`src/sv/ack_retry_controller_unit_defines.svh`:
```
// Assertion macros shared by the retry controller RTL.
`ifndef ACK_RETRY_CONTROLLER_UNIT_DEFINES_SVH
`define ACK_RETRY_CONTROLLER_UNIT_DEFINES_SVH

// Check that is masked while reset is high.
`define ARC_CHECK(lbl, prop, msg) \
  lbl: assert property (@(posedge clk) disable iff (rst) prop) else $error(msg);

// Check that also holds during reset.
`define ARC_CHECK_ALWAYS(lbl, prop, msg) \
  lbl: assert property (@(posedge clk) prop) else $error(msg);

`endif

```
`src/sv/arc_pkg.sv`:
```
`default_nettype none
package arc_pkg;

  // Input item modes
  localparam logic [1:0] MODE_START  = 2'd0;
  localparam logic [1:0] MODE_POLL   = 2'd1;
  localparam logic [1:0] MODE_ACK    = 2'd2;
  localparam logic [1:0] MODE_CANCEL = 2'd3;

  // Poll result actions
  localparam logic [1:0] ACT_NONE   = 2'd0;
  localparam logic [1:0] ACT_SEND   = 2'd1;
  localparam logic [1:0] ACT_RETRY  = 2'd2;
  localparam logic [1:0] ACT_FAILED = 2'd3;

  // Configuration register indexes
  localparam int unsigned CFG_IDX_W = 8;
  localparam logic [CFG_IDX_W-1:0] CFG_MAX_ATTEMPTS   = 8'd0;
  localparam logic [CFG_IDX_W-1:0] CFG_RETRY_INTERVAL = 8'd1;

  // Register reset values
  localparam logic [7:0]  MAX_ATTEMPTS_RST   = 8'd3;
  localparam logic [31:0] RETRY_INTERVAL_RST = 32'd1000;

  typedef struct packed {
    logic [1:0]  mode;
    logic [31:0] now_ms;
    logic [31:0] seq_number;
  } in_item_t;

  typedef struct packed {
    logic [1:0]  action;
    logic        accepted;
    logic        busy_res;
    logic [31:0] current_sequence;
    logic [7:0]  attempt_count;
  } out_item_t;

  typedef struct packed {
    logic [7:0]  max_attempts;
    logic [31:0] retry_interval;
  } cfg_t;

endpackage
`default_nettype wire

```
`src/sv/arc_cfg.sv`:
```
`default_nettype none
module arc_cfg (
  input  wire logic                         clk,
  input  wire logic                         rst,
  input  wire logic                         cfg_valid,
  input  wire logic [arc_pkg::CFG_IDX_W-1:0] cfg_index,
  input  wire logic [31:0]                  cfg_data,
  output arc_pkg::cfg_t                     cfg
);

  // Register file; unknown indexes are dropped
  always_ff @(posedge clk) begin
    if (rst) begin
      cfg.max_attempts   <= arc_pkg::MAX_ATTEMPTS_RST;
      cfg.retry_interval <= arc_pkg::RETRY_INTERVAL_RST;
    end else if (cfg_valid) begin
      unique case (cfg_index)
        arc_pkg::CFG_MAX_ATTEMPTS:   cfg.max_attempts   <= cfg_data[7:0];
        arc_pkg::CFG_RETRY_INTERVAL: cfg.retry_interval <= cfg_data;
        default: ;
      endcase
    end
  end

endmodule
`default_nettype wire

```
`src/sv/arc_core.sv`:
```
`default_nettype none
`include "ack_retry_controller_unit_defines.svh"
module arc_core (
  input  wire logic      clk,
  input  wire logic      rst,
  input  wire logic      fire,
  input  wire arc_pkg::in_item_t item,
  input  wire arc_pkg::cfg_t  cfg,
  output arc_pkg::out_item_t res
);

  // Timer state
  logic        outstanding, outstanding_next;
  logic        first_send_due, first_send_due_next;
  logic [31:0] held_sequence, held_sequence_next;
  logic [31:0] last_attempt_time, last_attempt_time_next;
  logic [7:0]  attempts_made, attempts_made_next;

  logic [31:0] elapsed;
  logic [7:0]  limit;
  logic [7:0]  tries_inc;
  logic        interval_passed;
  logic        limit_reached;
  logic [1:0]  action;
  logic        accepted;
  logic        retry_fire;
  logic        fail_fire;

  // Elapsed time wraps modulo 2^32; zero limit acts as one
  assign elapsed         = item.now_ms - last_attempt_time;
  assign interval_passed = (elapsed >= cfg.retry_interval);
  assign limit           = (cfg.max_attempts == 8'd0) ? 8'd1 : cfg.max_attempts;
  assign limit_reached   = (attempts_made >= limit);
  assign tries_inc       = attempts_made + 8'd1;

  // Event decode
  always_comb begin
    outstanding_next       = outstanding;
    first_send_due_next    = first_send_due;
    held_sequence_next     = held_sequence;
    last_attempt_time_next = last_attempt_time;
    attempts_made_next     = attempts_made;
    action                 = arc_pkg::ACT_NONE;
    accepted               = 1'b0;
    unique case (item.mode)
      arc_pkg::MODE_START: begin
        if (!outstanding) begin
          outstanding_next       = 1'b1;
          first_send_due_next    = 1'b1;
          held_sequence_next     = item.seq_number;
          last_attempt_time_next = item.now_ms;
          attempts_made_next     = 8'd0;
          accepted               = 1'b1;
        end
      end
      arc_pkg::MODE_POLL: begin
        if (outstanding) begin
          if (first_send_due) begin
            first_send_due_next    = 1'b0;
            last_attempt_time_next = item.now_ms;
            attempts_made_next     = 8'd1;
            action                 = arc_pkg::ACT_SEND;
          end else if (interval_passed) begin
            if (limit_reached) begin
              outstanding_next = 1'b0;
              action           = arc_pkg::ACT_FAILED;
            end else begin
              attempts_made_next     = tries_inc;
              last_attempt_time_next = item.now_ms;
              action                 = arc_pkg::ACT_RETRY;
            end
          end
        end
      end
      arc_pkg::MODE_ACK: begin
        if (outstanding && !first_send_due && (item.seq_number == held_sequence)) begin
          outstanding_next    = 1'b0;
          first_send_due_next = 1'b0;
          accepted            = 1'b1;
        end
      end
      arc_pkg::MODE_CANCEL: begin
        outstanding_next    = 1'b0;
        first_send_due_next = 1'b0;
      end
    endcase
  end

  // State update on each transaction leaving the input register
  always_ff @(posedge clk) begin
    if (rst) begin
      outstanding       <= 1'b0;
      first_send_due    <= 1'b0;
      held_sequence     <= '0;
      last_attempt_time <= '0;
      attempts_made     <= '0;
    end else if (fire) begin
      outstanding       <= outstanding_next;
      first_send_due    <= first_send_due_next;
      held_sequence     <= held_sequence_next;
      last_attempt_time <= last_attempt_time_next;
      attempts_made     <= attempts_made_next;
    end
  end

  assign res.action           = action;
  assign res.accepted         = accepted;
  assign res.busy_res         = outstanding_next;
  assign res.current_sequence = held_sequence_next;
  assign res.attempt_count    = attempts_made_next;

  assign retry_fire = fire && (action == arc_pkg::ACT_RETRY);
  assign fail_fire  = fire && (action == arc_pkg::ACT_FAILED);

  `ARC_CHECK_ALWAYS(a_send_due_armed, first_send_due |-> outstanding, "send due while idle")
  `ARC_CHECK(a_retry_counts, retry_fire |=> attempts_made == $past(tries_inc), "retry not counted")
  `ARC_CHECK(a_failed_disarms, fail_fire |=> !outstanding, "failure left block armed")

endmodule
`default_nettype wire

```
`src/sv/ack_retry_controller_unit.sv`:
```
`default_nettype none
`include "ack_retry_controller_unit_defines.svh"
// Stop-and-wait retransmission timer for one outstanding message.
// Input channel (in_valid/in_stall/in_data): start, poll, acknowledge and
// cancel events with the current millisecond time and a sequence number.
// Output channel (out_valid/out_stall/out_data): one result per event with
// the poll action, accept flag, busy flag, held sequence and attempt count.
// Config channel (cfg_valid/cfg_ready/cfg_index/cfg_data): index 0 is the
// attempt limit, index 1 the retry interval; other indexes are ignored.
// cfg_ready is always high; write only while no event is in flight.
// An accepted event passes through the input register, then the result
// register. Throughput: one event per cycle while the result is not stalled,
// set by the combinational decision logic between the two registers.
// A stalled result holds in the output register; the input register keeps
// accepting until it holds an event that cannot move, then in_stall rises.
// Reset clears the timer state and restores the limit (3) and the
// retry interval (1000 ms); both channels come out of reset empty.
module ack_retry_controller_unit (
  input  wire logic                         clk,
  input  wire logic                         rst,
  input  wire logic                         in_valid,
  output logic                              in_stall,
  input  wire arc_pkg::in_item_t            in_data,
  output logic                              out_valid,
  input  wire logic                         out_stall,
  output arc_pkg::out_item_t                out_data,
  input  wire logic                         cfg_valid,
  output logic                              cfg_ready,
  input  wire logic [arc_pkg::CFG_IDX_W-1:0] cfg_index,
  input  wire logic [31:0]                  cfg_data
);

  arc_pkg::in_item_t  in_reg;
  logic               in_reg_valid;
  arc_pkg::out_item_t res;
  arc_pkg::cfg_t      cfg;
  logic               out_free;
  logic               out_held;
  logic               fire;

  assign cfg_ready = 1'b1;
  assign out_free  = !out_valid || !out_stall;
  assign out_held  = out_valid && out_stall;
  assign fire      = in_reg_valid && out_free;
  assign in_stall  = in_reg_valid && !out_free;

  arc_cfg u_cfg (
    .clk       (clk),
    .rst       (rst),
    .cfg_valid (cfg_valid && cfg_ready),
    .cfg_index (cfg_index),
    .cfg_data  (cfg_data),
    .cfg       (cfg)
  );

  arc_core u_core (
    .clk  (clk),
    .rst  (rst),
    .fire (fire),
    .item (in_reg),
    .cfg  (cfg),
    .res  (res)
  );

  // Input register
  always_ff @(posedge clk) begin
    if (rst) begin
      in_reg_valid <= 1'b0;
    end else if (!in_stall) begin
      in_reg_valid <= in_valid;
    end
  end

  always_ff @(posedge clk) begin
    if (rst) begin
      in_reg <= '0;
    end else if (!in_stall && in_valid) begin
      in_reg <= in_data;
    end
  end

  // Result register
  always_ff @(posedge clk) begin
    if (rst) begin
      out_valid <= 1'b0;
    end else if (out_free) begin
      out_valid <= in_reg_valid;
    end
  end

  always_ff @(posedge clk) begin
    if (fire) begin
      out_data <= res;
    end
  end

  `ARC_CHECK(a_fire_gives_result, fire |=> out_valid, "transaction lost between stages")
  `ARC_CHECK(a_stall_blocked, in_stall |-> out_valid && out_stall, "stall without back-pressure")
  `ARC_CHECK(a_out_held, out_held |=> out_valid && $stable(out_data), "stalled result changed")

endmodule
`default_nettype wire

```
`config.mk`:
```
export PLATFORM = sky130hd
export DESIGN_NAME = ack_retry_controller_unit
export DESIGN_NICKNAME = d
export VERILOG_FILES = /design/src/sv/arc_pkg.sv /design/src/sv/arc_cfg.sv /design/src/sv/arc_core.sv /design/src/sv/ack_retry_controller_unit.sv
export VERILOG_INCLUDE_DIRS = /design/src /design/src/sv
export SDC_FILE = /design/constraint.sdc
export NUM_CORES = 1
export LEC_CHECK = 0
export ABC_AREA = 1
export BUFFER_PORTS_ARGS = -buffer_cell sky130_fd_sc_hd__buf_2
export CORE_ASPECT_RATIO = 1.1
export CORE_MARGIN = 4
export CORE_UTILIZATION = 53
export DETAILED_ROUTE_END_ITERATION = 6
export PLACE_DENSITY = 0.81
export SYNTH_ARGS = -nofsm -noshare
export SYNTH_HDL_FRONTEND = slang
export SYNTH_SLANG_ARGS = --single-unit
```
`constraint.sdc`:
```
create_clock -name clk -period 3.4 [get_ports clk]
set_input_delay 0.17 -clock clk [delete_from_list [all_inputs] [get_ports clk]]
set_output_delay 0.17 -clock clk [all_outputs]
set_load 0.02 [all_outputs]
```
==> results_tabular.tex <==
\begin{tabular}{lr}
\hline
Metric & Value \\
\hline
\multicolumn{2}{l}{\textbf{CTS}} \\
\quad CTS root buffer & sky130\_fd\_sc\_hd\_\_clkbuf\_16 \\
\quad Bufs on Longest Clock Path & 3 \\
\quad H-tree depth & 1 \\
\quad Number of sinks driven by the clock tree & 226 \\
\quad Clock slew at reported path FFs & 70 ps \\
\quad CTS tree & yes \\
\quad Clk Latency, worst-skew pair & 530 ps \\
\quad Number of buffers created by CTS & 24 \\
\multicolumn{2}{l}{\textbf{Worst setup path}} \\
\quad CP Data Required Time & 3820 ps \\
\quad Critical path endpoint & u\_core.last\_attempt\_time[22] \\
\quad Highest net fanout along the worst path & 5 \\
\quad Reg-to-reg slack, setup & -250 ps \\
\quad Capturing point of the worst reg2reg path & u\_core.last\_attempt\_time[22] \\
\quad FF-to-FF path depth & 24 \\
\quad Startpoint of the most critical register-to-register path & u\_core.last\_attempt\_time[2] \\
\quad Type of element launching the critical path & register \\
\quad Type of destination of the critical path & register \\
\quad Setup crit start & u\_core.last\_attempt\_time[2] \\
\quad Setup Crit Path Kind & reg -> reg \\
\quad CP Data Arrival Time & 4070 ps \\
\multicolumn{2}{l}{\textbf{GRT}} \\
\quad Largest net degree at the start of global routing & 78 \\
\quad Initial antenna violation count & 0 \\
\quad GRT Util Overall & 0.273 \\
\quad Vias in the first global route & 11.7k \\
\quad Global-route wire length before repair & 54800 microns \\
\quad Remaining global-route overflow & 0 \\
\multicolumn{2}{l}{\textbf{Die}} \\
\quad Area of the core & 21400 sq um \\
\quad Row count & 56 \\
\quad Total Die Area & 24300 sq um \\
\quad Die X-Extent & 149 microns \\
\quad Die boundary height & 163 microns \\
\quad Initial Util & 0.542 \\
\quad Number of primary I/O pins & 158 \\
\multicolumn{2}{l}{\textbf{Power}} \\
\quad Worst-case vdd ir drop & 439 uV \\
\quad Total power consumption of the routed design & 8.53 mW \\
\quad Power per cell area & 523 nW/um\^{}2 \\
\quad Leakage dissipation & 7.42 nW \\
\multicolumn{2}{l}{\textbf{Synth}} \\
\quad Number of unique standard cell types used by synthesis & 46 \\
\quad Area share of fa/ha/maj cells after synthesis & 0.0793 \\
\quad Mapped Nets & 1707 \\
\quad Yosys Warn Count & 0 \\
\quad XOR/XNOR Fraction of Synth Area & 0.0339 \\
\quad Share of the synthesized area in compound gates (AO/OA/AOI/OAI) & 0.210 \\
\quad Simple-gate share of the synthesized area & 0.153 \\
\quad Share of async-settable or async-resettable flops after synthesis & 0 \\
\quad Seq cells post-synth & 226 \\
\quad Most used flip-flop cell after synthesis & sky130\_fd\_sc\_hd\_\_dfxtp\_1 \\
\quad Mux cell area share after synthesis & 0 \\
\quad Average instance area after synthesis & 7.62 sq um \\
\quad Gate Count Post-Synth & 1523 \\
\quad Sequential area share after synthesis & 0.428 \\
\quad Number of synthesized flops with an enable pin & 44 \\
\quad Main combinational cell family by area after synthesis & compound AO/OA/AOI/OAI gates \\
\quad Summed instance area of the synthesized netlist & 11600 sq um \\
\multicolumn{2}{l}{\textbf{Placement}} \\
\quad Post-Place Cell Area & 13500 sq um \\
\quad Post-placement cell count & 2030 \\
\quad Count of input and output buffers & 156 \\
\quad Half-perimeter wire length after detailed placement & 21300 microns \\
\quad Routability cong. & 0.884 \\
\multicolumn{2}{l}{\textbf{Timing}} \\
\quad Final setup violation count & 50 \\
\quad RSZ-0062 raised after global routing & yes \\
\quad Final-report max-slew violation count & 0 \\
\quad Min setup slack post-route & -252 ps \\
\quad Worst setup skew after layout & 14.6 ps \\
\quad Slew at the pin with the worst max-slew slack & 753 ps \\
\quad Final Hold Viols & 0 \\
\quad Setup TNS Final & -9100 ps \\
\quad Headroom to the max-slew limit & 0.497 \\
\quad Shortest period the worst path allows & 3650 ps \\
\quad Part of the cycle the worst path needs & 1.07 \\
\quad Max Freq & 0.274 GHz \\
\multicolumn{2}{l}{\textbf{Routing}} \\
\quad Antenna violation net count after detailed routing & 0 \\
\quad Count of unresolved DRC violations after routing & 0 \\
\quad Average wire per cell in the routed design & 16.3 microns \\
\quad Via-per-instance ratio & 5.35 \\
\quad Vias & 11.8k \\
\quad First drt pass iteration count & 5 \\
\quad Initial DRC Count & 838 \\
\quad Overall routed net length & 35800 microns \\
\multicolumn{2}{l}{\textbf{Finish}} \\
\quad Share of post-route cells with drive strength above 1 & 0.263 \\
\quad Final non-filler cell total & 2198 \\
\quad Max reg flops & 66 \\
\quad Fillers & 1476 \\
\quad Layout Cell Area excl Fill & 16300 sq um \\
\quad Layout net count & 2073 \\
\quad P\&R area growth vs syn & 40.4\% \\
\multicolumn{2}{l}{\textbf{Worst hold path}} \\
\quad Worst min path class & in -> reg \\
\multicolumn{2}{l}{\textbf{Run status}} \\
\quad Failing checks & negative setup slack \\
\quad Outcome & finished with violations \\
\multicolumn{2}{l}{\textbf{Job}} \\
\quad Maximum Capacitance Violations & 0 \\
\hline
\end{tabular}
==> how the worst min path moves through the flow <==
| stage | start | end | slack [ps] | cells past startpoint |
|---|---|---|---|---|
| after floorplan | cfg_data[0] | u_cfg.cfg[32] | 280 | 2 |
| after detailed placement | cfg_data[8] | u_cfg.cfg[8] | 420 | 3 |
| final | in_data[5] | in_reg[5] | 30 | 3 |
| after CTS | in_data[5] | in_reg[5] | 8 | 3 |
| after global placement | cfg_data[8] | u_cfg.cfg[8] | 410 | 3 |
| after global routing | in_data[5] | in_reg[5] | 60 | 3 |
==> kinds of logic after synthesis <==
group                      count (synthesis)
other                                      1
and+or+nand+nor                          428
xor gates and xnor gates                  45
buffers and inverters                    286
DFF                                      226
adders and majority gates                 73
AOI/OAI and AO/OA                        464
==> metal layers <==
layer	GRT usage	up-vias	routed length [microns]
met5	0	-	0
met4	0.109	0	1380
met3	0.0405	94	2230
met2	0.506	432	18300
met1	0.314	5468	13800
li1	-	5775	-
==> cell usage after synthesis (all sizes together) (4+ instances only) <==
library cell | count | area [sq um]
nor3 | 9 | 45.0
o211ai | 9 | 67.6
buf | 19 | 115
xnor2 | 15 | 131
xor2 | 30 | 263
nand4 | 10 | 62.6
ha | 72 | 901
a21o | 7 | 52.6
nand2 | 225 | 850
edfxtp | 44 | 1320
a21oi | 193 | 973
dfxtp | 182 | 3640
inv | 222 | 833
nand3 | 43 | 225
nor2 | 132 | 513
nor4 | 4 | 40.0
a21boi | 4 | 30.0
clkbuf | 45 | 169
o21ai | 230 | 1150
o21a | 4 | 30.0
==> area by class of cell <==
class | instances | area, sq um | share of cell area
Multi-Input combinational cell | 1012 | 6250 | 0.384
Sequential cell | 226 | 4970 | 0.305
Timing Repair Buffer | 403 | 3060 | 0.188
Inverter | 222 | 835 | 0.0512
Clock buffer | 27 | 612 | 0.0375
Tap cell | 290 | 363 | 0.0223
Clock inverter | 17 | 200 | 0.0123
Antenna cell | 1 | 2.50 | 0.000154
==> stage by stage <==
stage	hold WS (ps)	utilization	setup slack (ps)
global placement	411	0.628	-369
detailed placement	418	0.628	-428
CTS	8.02	0.733	-208
finish	28.4	0.760	-252
floorplan	283	-	6.47
global route	59.8	0.760	-444
==> power breakdown <==
| group | internal, mW | switching [mW] | total [mW] | leakage, nW |
|---|---|---|---|---|
| Sequential | 2.91 | 0.108 | 3.02 | 1.92 |
| Clock | 1.60 | 1.12 | 2.73 | 0.393 |
| Combinational | 1.25 | 1.54 | 2.79 | 5.11 |
==> critical path, cell delays in order, from the launching register on <==
cell	delay (ps)
sky130_fd_sc_hd__dfxtp_2	320
sky130_fd_sc_hd__inv_2	80
sky130_fd_sc_hd__ha_4	210
sky130_fd_sc_hd__a21oi_2	150
sky130_fd_sc_hd__nand2_2	90
sky130_fd_sc_hd__a21oi_4	210
sky130_fd_sc_hd__nand3b_1	160
sky130_fd_sc_hd__nand3_2	140
sky130_fd_sc_hd__a21o_1	250
sky130_fd_sc_hd__nand2_1	80
sky130_fd_sc_hd__nand2_1	50
sky130_fd_sc_hd__xor2_1	140
sky130_fd_sc_hd__ha_1	310
sky130_fd_sc_hd__nand2_1	90
sky130_fd_sc_hd__nor2_2	120
sky130_fd_sc_hd__nand2_1	90
sky130_fd_sc_hd__nor2_2	130
sky130_fd_sc_hd__nand2_2	90
sky130_fd_sc_hd__nand2_4	100
sky130_fd_sc_hd__nand2_4	60
sky130_fd_sc_hd__nand3_4	110
sky130_fd_sc_hd__nand2_8	110
sky130_fd_sc_hd__clkbuf_16	210
sky130_fd_sc_hd__o21ai_1	160
sky130_fd_sc_hd__a21oi_2	40
==> cells in the final DEF, fill, tap and decap left out, drive strengths merged, types with 10 or more instances in the layout <==
cell and instances:
dfxtp 182, a21oi 193, clkbuf 30, edfxtp 44
inv 222, nand4 10, clkinv 11, nand3 43
nand2 226, xor2 30, nor2 132, dlygate4sd3 98
buf 302, xnor2 15, ha 72, o21ai 230
==> repair_timing <==
| item | in CTS | in global routing |
|---|---|---|
| endpoints found under the hold margin | 106 | 0 |
| pin swaps | 27 | 62 |
| cloned | 3 | 5 |
| setup endpoints to repair | 52 | 52 |
| resized for setup | 72 | 94 |
| buffers inserted | 11 | 8 |
| hold buffers | 98 | 0 |
No activity file was read; power rests on OpenSTA's default activity.
